**src/ots_pkg.sv**
```systemverilog
// ----------------------------------------------------------------------------
// ots_pkg
// Types, codes and default sizes shared by the offset to segment sweep block.
// ----------------------------------------------------------------------------
package ots_pkg;

  localparam int KIND_W   = 2;
  localparam int VALUE_W  = 48;
  localparam int STATUS_W = 2;
  localparam int SEG_W    = 11;
  localparam int OFF_W    = 32;

  localparam int DEF_MAX_SEGMENTS = 1024;
  localparam int DEF_SIZE_BITS    = 32;
  localparam int DEF_POS_BITS     = 48;

  typedef enum logic [KIND_W-1:0] {
    KIND_APPEND = 2'd0,
    KIND_QUERY  = 2'd1,
    KIND_CLEAR  = 2'd2,
    KIND_NONE   = 2'd3
  } kind_t;

  typedef enum logic [STATUS_W-1:0] {
    STATUS_OK     = 2'd0,
    STATUS_FULL   = 2'd1,
    STATUS_BEYOND = 2'd2,
    STATUS_BELOW  = 2'd3
  } status_t;

  typedef enum logic [1:0] {
    ST_IDLE  = 2'd0,
    ST_CHECK = 2'd1,
    ST_DONE  = 2'd2
  } state_t;

  typedef struct packed {
    kind_t              kind;
    logic [VALUE_W-1:0] value;
  } in_word_t;

  typedef struct packed {
    status_t            status;
    logic [SEG_W-1:0]   segment_number;
    logic [OFF_W-1:0]   offset_in_segment;
  } out_word_t;

  typedef struct packed {
    logic wr_en;
    logic rd_en;
  } mem_ctl_t;

endpackage

```
**src/ots_sweep.sv**
```systemverilog
// ----------------------------------------------------------------------------
// ots_sweep
// Sweep engine: appends sizes, clears the table, advances the sweep pointer one
// segment per cycle through the size memory and forms the result word.
// ----------------------------------------------------------------------------
module ots_sweep
  import ots_pkg::*;
#(
  parameter int MAX_SEGMENTS = DEF_MAX_SEGMENTS,
  parameter int SIZE_BITS    = DEF_SIZE_BITS,
  parameter int POS_BITS     = DEF_POS_BITS,
  parameter int IDX_W        = $clog2(MAX_SEGMENTS),
  parameter int CNT_W        = $clog2(MAX_SEGMENTS + 1)
) (
  input  logic                 clk,
  input  logic                 rst_n,
  input  logic                 in_valid,
  output logic                 in_stall,
  input  in_word_t             in_word,
  output logic                 res_valid,
  output out_word_t            res_word,
  input  logic                 res_take,
  output mem_ctl_t             mem_ctl,
  output logic [IDX_W-1:0]     mem_wr_addr,
  output logic [SIZE_BITS-1:0] mem_wr_data,
  output logic [IDX_W-1:0]     mem_rd_addr,
  input  logic [SIZE_BITS-1:0] mem_rd_data
);

  localparam int CMP_W = (POS_BITS > SIZE_BITS) ? POS_BITS : SIZE_BITS;

  state_t              state_r, state_nxt;
  logic [CNT_W-1:0]    count_r, count_nxt;
  logic [CNT_W-1:0]    idx_r, idx_nxt;
  logic [POS_BITS-1:0] sum_r, sum_nxt;
  logic [POS_BITS-1:0] rem_r, rem_nxt;
  out_word_t           res_r, res_nxt;

  logic [POS_BITS-1:0] pos;
  logic [POS_BITS-1:0] pos_diff;
  logic                pos_above;
  logic                table_full;
  logic                sweep_at_end;
  logic [CNT_W-1:0]    idx_inc;
  logic                inside_seg;
  logic [POS_BITS-1:0] size_pos;
  logic                accept;

  assign accept       = in_valid && (state_r == ST_IDLE);
  assign pos          = POS_BITS'(in_word.value);
  assign pos_diff     = pos - sum_r;
  assign pos_above    = pos > sum_r;
  assign table_full   = count_r == CNT_W'(MAX_SEGMENTS);
  assign sweep_at_end = idx_r >= count_r;
  assign idx_inc      = idx_r + CNT_W'(1);
  assign inside_seg   = CMP_W'(rem_r) <= CMP_W'(mem_rd_data);
  assign size_pos     = POS_BITS'(mem_rd_data);

  always_comb begin
    state_nxt = state_r;
    count_nxt = count_r;
    idx_nxt   = idx_r;
    sum_nxt   = sum_r;
    rem_nxt   = rem_r;
    res_nxt   = res_r;
    unique case (state_r)
      ST_IDLE: begin
        if (in_valid) begin
          state_nxt = ST_DONE;
          res_nxt   = '{STATUS_OK, '0, '0};
          unique case (in_word.kind)
            KIND_APPEND: begin
              if (table_full) begin
                res_nxt.status = STATUS_FULL;
              end else begin
                count_nxt = count_r + CNT_W'(1);
              end
            end
            KIND_QUERY: begin
              if (!pos_above) begin
                res_nxt.status = STATUS_BELOW;
              end else if (sweep_at_end) begin
                res_nxt.status = STATUS_BEYOND;
              end else begin
                rem_nxt   = pos_diff;
                state_nxt = ST_CHECK;
              end
            end
            KIND_CLEAR: begin
              count_nxt = '0;
              idx_nxt   = '0;
              sum_nxt   = '0;
            end
            default: begin
            end
          endcase
        end
      end
      ST_CHECK: begin
        if (inside_seg) begin
          res_nxt   = '{STATUS_OK, SEG_W'(idx_inc), OFF_W'(rem_r)};
          state_nxt = ST_DONE;
        end else begin
          sum_nxt = sum_r + size_pos;
          rem_nxt = rem_r - size_pos;
          idx_nxt = idx_inc;
          if (idx_inc >= count_r) begin
            res_nxt   = '{STATUS_BEYOND, '0, '0};
            state_nxt = ST_DONE;
          end
        end
      end
      ST_DONE: begin
        if (res_take) begin
          state_nxt = ST_IDLE;
        end
      end
      default: begin
        state_nxt = ST_IDLE;
      end
    endcase
  end

  always_comb begin
    in_stall      = state_r != ST_IDLE;
    res_valid     = state_r == ST_DONE;
    res_word      = res_r;
    mem_ctl.wr_en = accept && (in_word.kind == KIND_APPEND) && !table_full;
    mem_ctl.rd_en = 1'b0;
    mem_wr_addr   = count_r[IDX_W-1:0];
    mem_wr_data   = SIZE_BITS'(in_word.value);
    mem_rd_addr   = idx_r[IDX_W-1:0];
    unique case (state_r)
      ST_IDLE: begin
        mem_ctl.rd_en = accept && (in_word.kind == KIND_QUERY);
      end
      ST_CHECK: begin
        mem_ctl.rd_en = !inside_seg;
        mem_rd_addr   = idx_inc[IDX_W-1:0];
      end
      default: begin
      end
    endcase
  end

  always_ff @(posedge clk) begin
    if (!rst_n) begin
      state_r <= ST_IDLE;
      count_r <= '0;
      idx_r   <= '0;
      sum_r   <= '0;
    end else begin
      state_r <= state_nxt;
      count_r <= count_nxt;
      idx_r   <= idx_nxt;
      sum_r   <= sum_nxt;
    end
  end

  always_ff @(posedge clk) begin
    rem_r <= rem_nxt;
    res_r <= res_nxt;
  end

endmodule

```
**config.mk**
```make
export PLATFORM = sky130hd
export DESIGN_NAME = ots_sweep
export DESIGN_NICKNAME = d
export VERILOG_FILES = /design/src/ots_pkg.sv /design/src/ots_sweep.sv
export SDC_FILE = /design/constraint.sdc
export NUM_CORES = 1
export LEC_CHECK = 0
export BUFFER_PORTS_ARGS = -buffer_cell sky130_fd_sc_hd__buf_2
export CORE_MARGIN = 2
export CORE_UTILIZATION = 54
export CTS_CLUSTER_SIZE = 30
export DETAILED_ROUTE_END_ITERATION = 8
export HOLD_SLACK_MARGIN = 0.08
export PLACE_DENSITY = 0.78
export SYNTH_ARGS = -nofsm -noshare
export SYNTH_HDL_FRONTEND = slang
export SYNTH_SLANG_ARGS = --single-unit
```
**constraint.sdc**
```tcl
create_clock -name clk -period 7.1 [get_ports clk]
set_input_delay 0.71 -clock clk [delete_from_list [all_inputs] [get_ports clk]]
set_output_delay 0.71 -clock clk [all_outputs]
set_load 0.03 [all_outputs]
```
==> impl_metrics.py, run 1 <==
metrics = {
    "critical_path": {
        "required_ns": 6.39,
        "cp_max_fo": 14,
        "crit_family": "compound AO/OA/AOI/OAI gates",
        "end_kind": "primary output",
        "cp_common_cell": "nand2_1",
        "critical_path_buf_inv_count": 2,
        "crit_arrival_ns": 4.54,
        "crit_chain": "inv_1, ha_1, fa_1, nor2b_1, o21ai_1, a21oi_2, o41ai_2, o31ai_4, a21oi_1, a31oi_1, nand2_1, nand2_1, buf_2",
        "slowest_delay_ns": 0.86,
        "worst-setup-path-type": "flop to primary output",
        "slowest_stage": "a31oi_1",
        "crit_path_start_kind": "flop",
    },
    "pwr": {
        "clkPwrFrac": 0.384,
        "pwr-share-comb": 0.191,
        "switching_share": 0.304,
        "pwr-share-seq": 0.425,
        "switchingPower_mw": 0.739,
        "power_leakage_nw": 6.57,
        "ir_worst_vdd_v": 0.000115,
        "intPower_mw": 1.69,
        "powerDensity_nw_per_um2": 156,
    },
    "yosys": {
        "yosysSeqAreaShare": 0.298,
        "synth_top_area_cell": "edfxtp_1",
        "synth_warnings": 0,
        "synthTopCellsByArea": "edfxtp_1 (20%), ha_1 (12%), dfxtp_1 (10%)",
        "syn_inst": 1688,
        "yosysMostFrequentCell": "a21oi_1",
        "synth_top_area_share": 0.197,
        "ys_top_cells_by_count": "a21oi_1 (153), ha_1 (138), inv_1 (124), nand2_1 (112), nor2_1 (108)",
        "syn_area_um2": 14200,
        "synth_ff_type": "edfxtp_1",
        "yosysUniqueCellTypes": 86,
        "synth_edf_count": 93,
        "async_flop_share": 0,
        "synth.ff_latch_count": 165,
        "syn_area_per_cell_um2": 8.41,
        "syn_nets": 1915,
    },
    "global_routing": {
        "use_met1": 0.393,
        "met2_usage": 0.415,
        "antenna_found_initial": 0,
        "grtUsageMet3": 0.0465,
        "overflow": 0,
        "grt_use_total": 0.275,
        "grt_pass1_wl_mm": 60.9,
        "grt_pass1_vias": 11800,
        "grt_max_degree": 73,
        "grt_busiest_layer": "met2",
    },
    "timing": {
        "relSlewSlack": 0.252,
        "rsz0062_at_grt": "false",
        "finalHoldViolCount": 0,
        "fin_crit_ns": 5.25,
        "fin_setup_tns_ns": 0,
        "drv_slew": 0,
        "worstMarginPinSlew_ns": 1.12,
        "fmax_ghz": 0.190,
        "finalCritPeriodShare": 0.739,
        "setup_violations": 0,
        "finClkSkew_ns": 0.0151,
    },
    "cts": {
        "cts_root_buf": "clkbuf_16",
        "clk_path_buf_depth": 2,
        "clk_pin_slew_ns": 0.07,
        "cts.sinks": 165,
        "cts_tree": "done",
        "hold_buffers": 0,
        "numCtsBuffers": 17,
        "postCtsSetupRepairBufs": 0,
        "clk_latency_ns": 0.45,
        "cts_resized": 0,
        "cts_htree_levels": 4,
    },
    "route": {
        "routedWlPerCell_um": 18.1,
        "drc": 0,
        "via_per_inst": 6.01,
        "firstDrtPassIters": 7,
        "antenna_left": 0,
        "dr_total_vias": 12900,
        "wl_mm": 38.7,
        "drt_iter0_markers": 1398,
    },
    "floorplan": {
        "pin_count": 187,
        "dieArea_um2": 27600,
        "die_h_um": 166,
        "die_w_um": 166,
        "coreArea_um2": 25900,
        "initial_utilization": 0.548,
        "row_count": 59,
    },
    "cells_and_area": {
        "fin_util": 0.602,
        "nFillCells": 2273,
        "num_antenna_cells": 0,
        "layout.nets": 2021,
        "stdcell_count": 2142,
        "syn2layout_area_growth_pct": 9.90,
        "final_layout_size_suffix_gt1_frac": 0.142,
    },
    "placement": {
        "place_congestion": 0.938,
        "io_buffer_count": 186,
        "dp.cells": 2110,
        "dpl.hpwl_mm": 30.0,
    },
    "min_path": {
        "hp-class": "flop to flop",
    },
    "flow_run": {
        "cap_violations": 0,
    },
    "run_status": {
        "status": "finished clean",
    },
}
worst min-delay path, delay by kind of cell (launching register included):
kind             cells  cell delay (ns)
AND/OR/NAND/NOR      1             0.06
flip-flops           1             0.33
AO/OA/AOI/OAI        1             0.05
cells by family after synthesis:
group	count (synthesis)	synth area share
compound gates	475	0.217
xor+xnor	141	0.0870
fa+ha+maj	141	0.126
buf+inv	229	0.0734
flops	165	0.298
mux	10	0.00714
simple gates	527	0.192
metal layers:
layer	vias to the layer above	wire length [µm]
met1	6029	17500
met2	547	16700
li1	6222	-
met3	75	3290
met4	0	1240
met5	-	0
state kept, by name, summed over array words and instances (netlist names):
signal    count
res_word     45
state_r       2
sum_r        48
idx_r        11
count_r      11
rem_r        48
final timing paths:
check             from    endpoint  slack, ns  cells after the start
max           rem_r[0]  mem_ctl[0]       1.85                     13
min          sum_r[15]   sum_r[15]       0.48                      2
max reg2reg   rem_r[0]    idx_r[3]       1.86                     14
min reg2reg  sum_r[15]   sum_r[15]       0.48                      2
cell type report:
| type | count | area, µm² | share of cell area |
|---|---|---|---|
| Timing Repair Buffer | 192 | 976 | 0.0626 |
| Sequential cell | 165 | 4230 | 0.272 |
| Inverter | 124 | 465 | 0.0298 |
| Clock inverter | 14 | 141 | 0.00907 |
| Tap cell | 335 | 419 | 0.0269 |
| Clock buffer | 18 | 429 | 0.0275 |
| Multi-Input combinational cell | 1294 | 8930 | 0.573 |
metrics by stage:
stage          power, mW  hold WS (ns)  area, µm²  worst slack (ns)
6_report            2.43         0.480      15600              1.85
4_1_cts             2.43         0.479      15600              1.91
3_3_place_gp        1.50         0.458      15000              1.80
2_1_floorplan       1.39         0.448      14200             0.302
3_5_place_dp        1.51         0.469      15000              1.57
5_1_grt             2.52         0.503      15600              1.58
cells in the final DEF, fill, tap and decap left out, types with 16 or more instances in the layout:
master / Yosys / routed
clkbuf_16: 0 / 17
a21boi_0: 16 / 16
inv_1: 124 / 123
o21a_1: 18 / 18
ha_1: 138 / 138
a21oi_1: 153 / 153
nor2_1: 108 / 108
nand3_1: 49 / 49
dfxtp_1: 72 / 72
nor3_1: 50 / 50
xnor2_1: 81 / 81
edfxtp_1: 93 / 93
nand4_1: 27 / 27
o21ai_0: 85 / 84
and2_1: 48 / 48
buf_2: 10 / 186
nor2b_1: 43 / 43
xor2_1: 60 / 60
nand2_1: 112 / 112
nand2b_1: 20 / 19
a21o_1: 71 / 71
power groups by stage:
stage	clock network, mW	logic (mW)	registers [mW]
finish	0.934	0.464	1.03
global route	0.980	0.501	1.04
CTS	0.938	0.456	1.03
detailed placement	0	0.453	1.06
global placement	0	0.445	1.06
floorplan	0	0.306	1.08
Power figures use the tool's default switching activity.
==> run 2: changes to the inputs <==
- CORE_UTILIZATION: 54 -> 60
- PLACE_DENSITY: 0.78 -> 0.82
- clock period: 7.1 -> 5.4 ns (I/O delays scaled with it)
==> run 2 against run 1 <==
Cell count fell by 0.51%. Clock power rose by 33%. Register-to-register slack got worse by 0.76 ns. Routed wire length fell by 0.12%. Critical path type unchanged. Die area fell by 9.8%.
==> impl_metrics.py, run 2 (synthesis gave the netlist of run 1 again) <==
metrics = {
    "cells_and_area": {
        "layout.nets": 2026,
        "num_antenna_cells": 0,
        "final_layout_size_suffix_gt1_frac": 0.144,
        "syn2layout_area_growth_pct": 10.2,
        "fin_util": 0.670,
        "final_common_cell": "buf_2",
        "final_cell_mix": "buf_2 (186), a21oi_1 (153), ha_1 (138)",
        "stdcell_count": 2131,
    },
    "timing": {
        "setup_violations": 0,
        "fin_crit_ns": 4.49,
        "fin_setup_tns_ns": 0,
        "finClkSkew_ns": 0.0152,
        "holdWs_ns": 0.425,
        "relSlewSlack": 0.201,
        "fmax_ghz": 0.222,
        "drv_slew": 0,
        "finalCritPeriodShare": 0.832,
        "finalHoldViolCount": 0,
        "worstMarginPinSlew_ns": 1.19,
        "rsz0062_at_grt": "false",
    },
    "cts": {
        "clk_path_buf_depth": 2,
        "numCtsBuffers": 17,
        "postCtsSetupRepairBufs": 0,
        "cts_resized": 0,
        "cts.sinks": 165,
        "cts_root_buf": "clkbuf_16",
        "cts_tree": "done",
        "cts_htree_levels": 4,
        "clk_latency_ns": 0.44,
        "clk_pin_slew_ns": 0.07,
        "hold_buffers": 0,
    },
    "critical_path": {
        "cp_common_cell": "nand2_1",
        "worst-setup-path-type": "flop to primary output",
        "regToRegEndpoint": "idx_r[7]",
        "rr_worst_depth": 16,
        "crit_chain": "inv_1, ha_1, fa_1, nor2b_1, o21ai_1, a21oi_2, o41ai_2, o31ai_4, a21oi_1, a31oi_1, nand2_1, buf_4, nand2_1, buf_2",
        "slowest_stage": "a31oi_1",
        "r2r_start": "rem_r[0]",
        "slowest_delay_ns": 0.76,
        "end_kind": "primary output",
        "cp_max_fo": 13,
        "rrSetupSlack_ns": 1.10,
        "crit_arrival_ns": 3.95,
        "crit_path_start_kind": "flop",
        "required_ns": 4.86,
    },
    "pwr": {
        "pwr-share-comb": 0.190,
        "switching_share": 0.297,
        "ir_worst_vdd_v": 0.000155,
        "clkPwrFrac": 0.386,
        "intPower_mw": 2.26,
        "p_total_mw": 3.21,
        "pwr-share-seq": 0.424,
        "powerDensity_nw_per_um2": 205,
        "power_leakage_nw": 6.61,
        "switchingPower_mw": 0.955,
    },
    "min_path": {
        "hold_end": "state_r[1]",
        "min-delay-start": "res_take",
        "min_path_cells": 3,
        "hp-class": "primary input to flop",
    },
    "route": {
        "drt_iter0_markers": 1084,
        "antenna_left": 0,
        "firstDrtPassIters": 7,
        "routedWlPerCell_um": 18.2,
        "wl_mm": 38.7,
        "drc": 0,
        "via_per_inst": 6.05,
        "dr_total_vias": 12900,
    },
    "placement": {
        "dpl.hpwl_mm": 29.2,
        "dp.cells": 2099,
        "io_buffer_count": 186,
        "place_congestion": 0.938,
    },
    "global_routing": {
        "met2_usage": 0.501,
        "overflow": 0,
        "grt_pass1_wl_mm": 60.6,
        "grt_use_total": 0.309,
        "grt_pass1_vias": 12100,
        "grtUsageMet3": 0.0490,
        "use_met1": 0.420,
        "grt_max_degree": 73,
        "antenna_found_initial": 0,
        "grt_busiest_layer": "met2",
    },
    "flow_run": {
        "cap_violations": 0,
    },
    "floorplan": {
        "initial_utilization": 0.608,
        "pin_count": 187,
        "row_count": 56,
        "coreArea_um2": 23300,
        "die_w_um": 158,
        "dieArea_um2": 24900,
        "die_h_um": 158,
    },
    "run_status": {
        "status": "finished clean",
    },
}
## run 2: cell types whose count changed in the layout (fill, tap and decap cells not counted), sizes merged
cell	before	now
buf	192	197
inv	132	131
clkbuf	18	19
## run 2: through the flow
step                      setup WS (ns)  area [µm²]
after floorplan                  0.0664       14200
after global placement            0.966       15000
after detailed placement          0.849       15000
after CTS                         0.878       15600
after global routing              0.652       15600
final                             0.905       15600
## run 2: critical path: cells and delay by family, from the launching register on
family          cells  cell delay (ns)
simple gates        3             0.40
buf+inv             3             0.52
flops               1             0.34
fa+ha+maj           2             0.61
compound gates      6             1.67
## run 2: layer usage
| layer | vias to the layer above | wire, µm |
|---|---|---|
| met5 | - | 0 |
| met4 | 0 | 877 |
| met3 | 70 | 3160 |
| met2 | 556 | 17600 |
| met1 | 6030 | 17100 |
| li1 | 6247 | - |
## run 2: power groups by stage
stage	clock network (mW)	logic, mW	registers, mW
6_report	1.24	0.608	1.36
3_5_place_dp	0	0.592	1.39
2_1_floorplan	0	0.402	1.42
5_1_grt	1.30	0.660	1.36
4_1_cts	1.25	0.598	1.36
3_3_place_gp	0	0.583	1.39
## run 2: how the worst max path moves through the flow
stage	start	to	slack [ns]
2_1_floorplan	in_word[0]	rem_r[0]	0.07
3_3_place_gp	in_word[0]	rem_r[11]	0.97
3_5_place_dp	in_word[0]	rem_r[15]	0.85
4_1_cts	rem_r[0]	mem_ctl[0]	0.88
5_1_grt	rem_r[0]	mem_ctl[0]	0.65
6_report	rem_r[0]	mem_ctl[0]	0.91
## run 2: cell type report
type,count,area [µm²]
Multi-Input combinational cell,1294,8930
Fill cell,1957,7700
Sequential cell,165,4230
Timing Repair Buffer,197,1010
Inverter,124,465
Clock buffer,19,454
Tap cell,319,399
Clock inverter,13,136
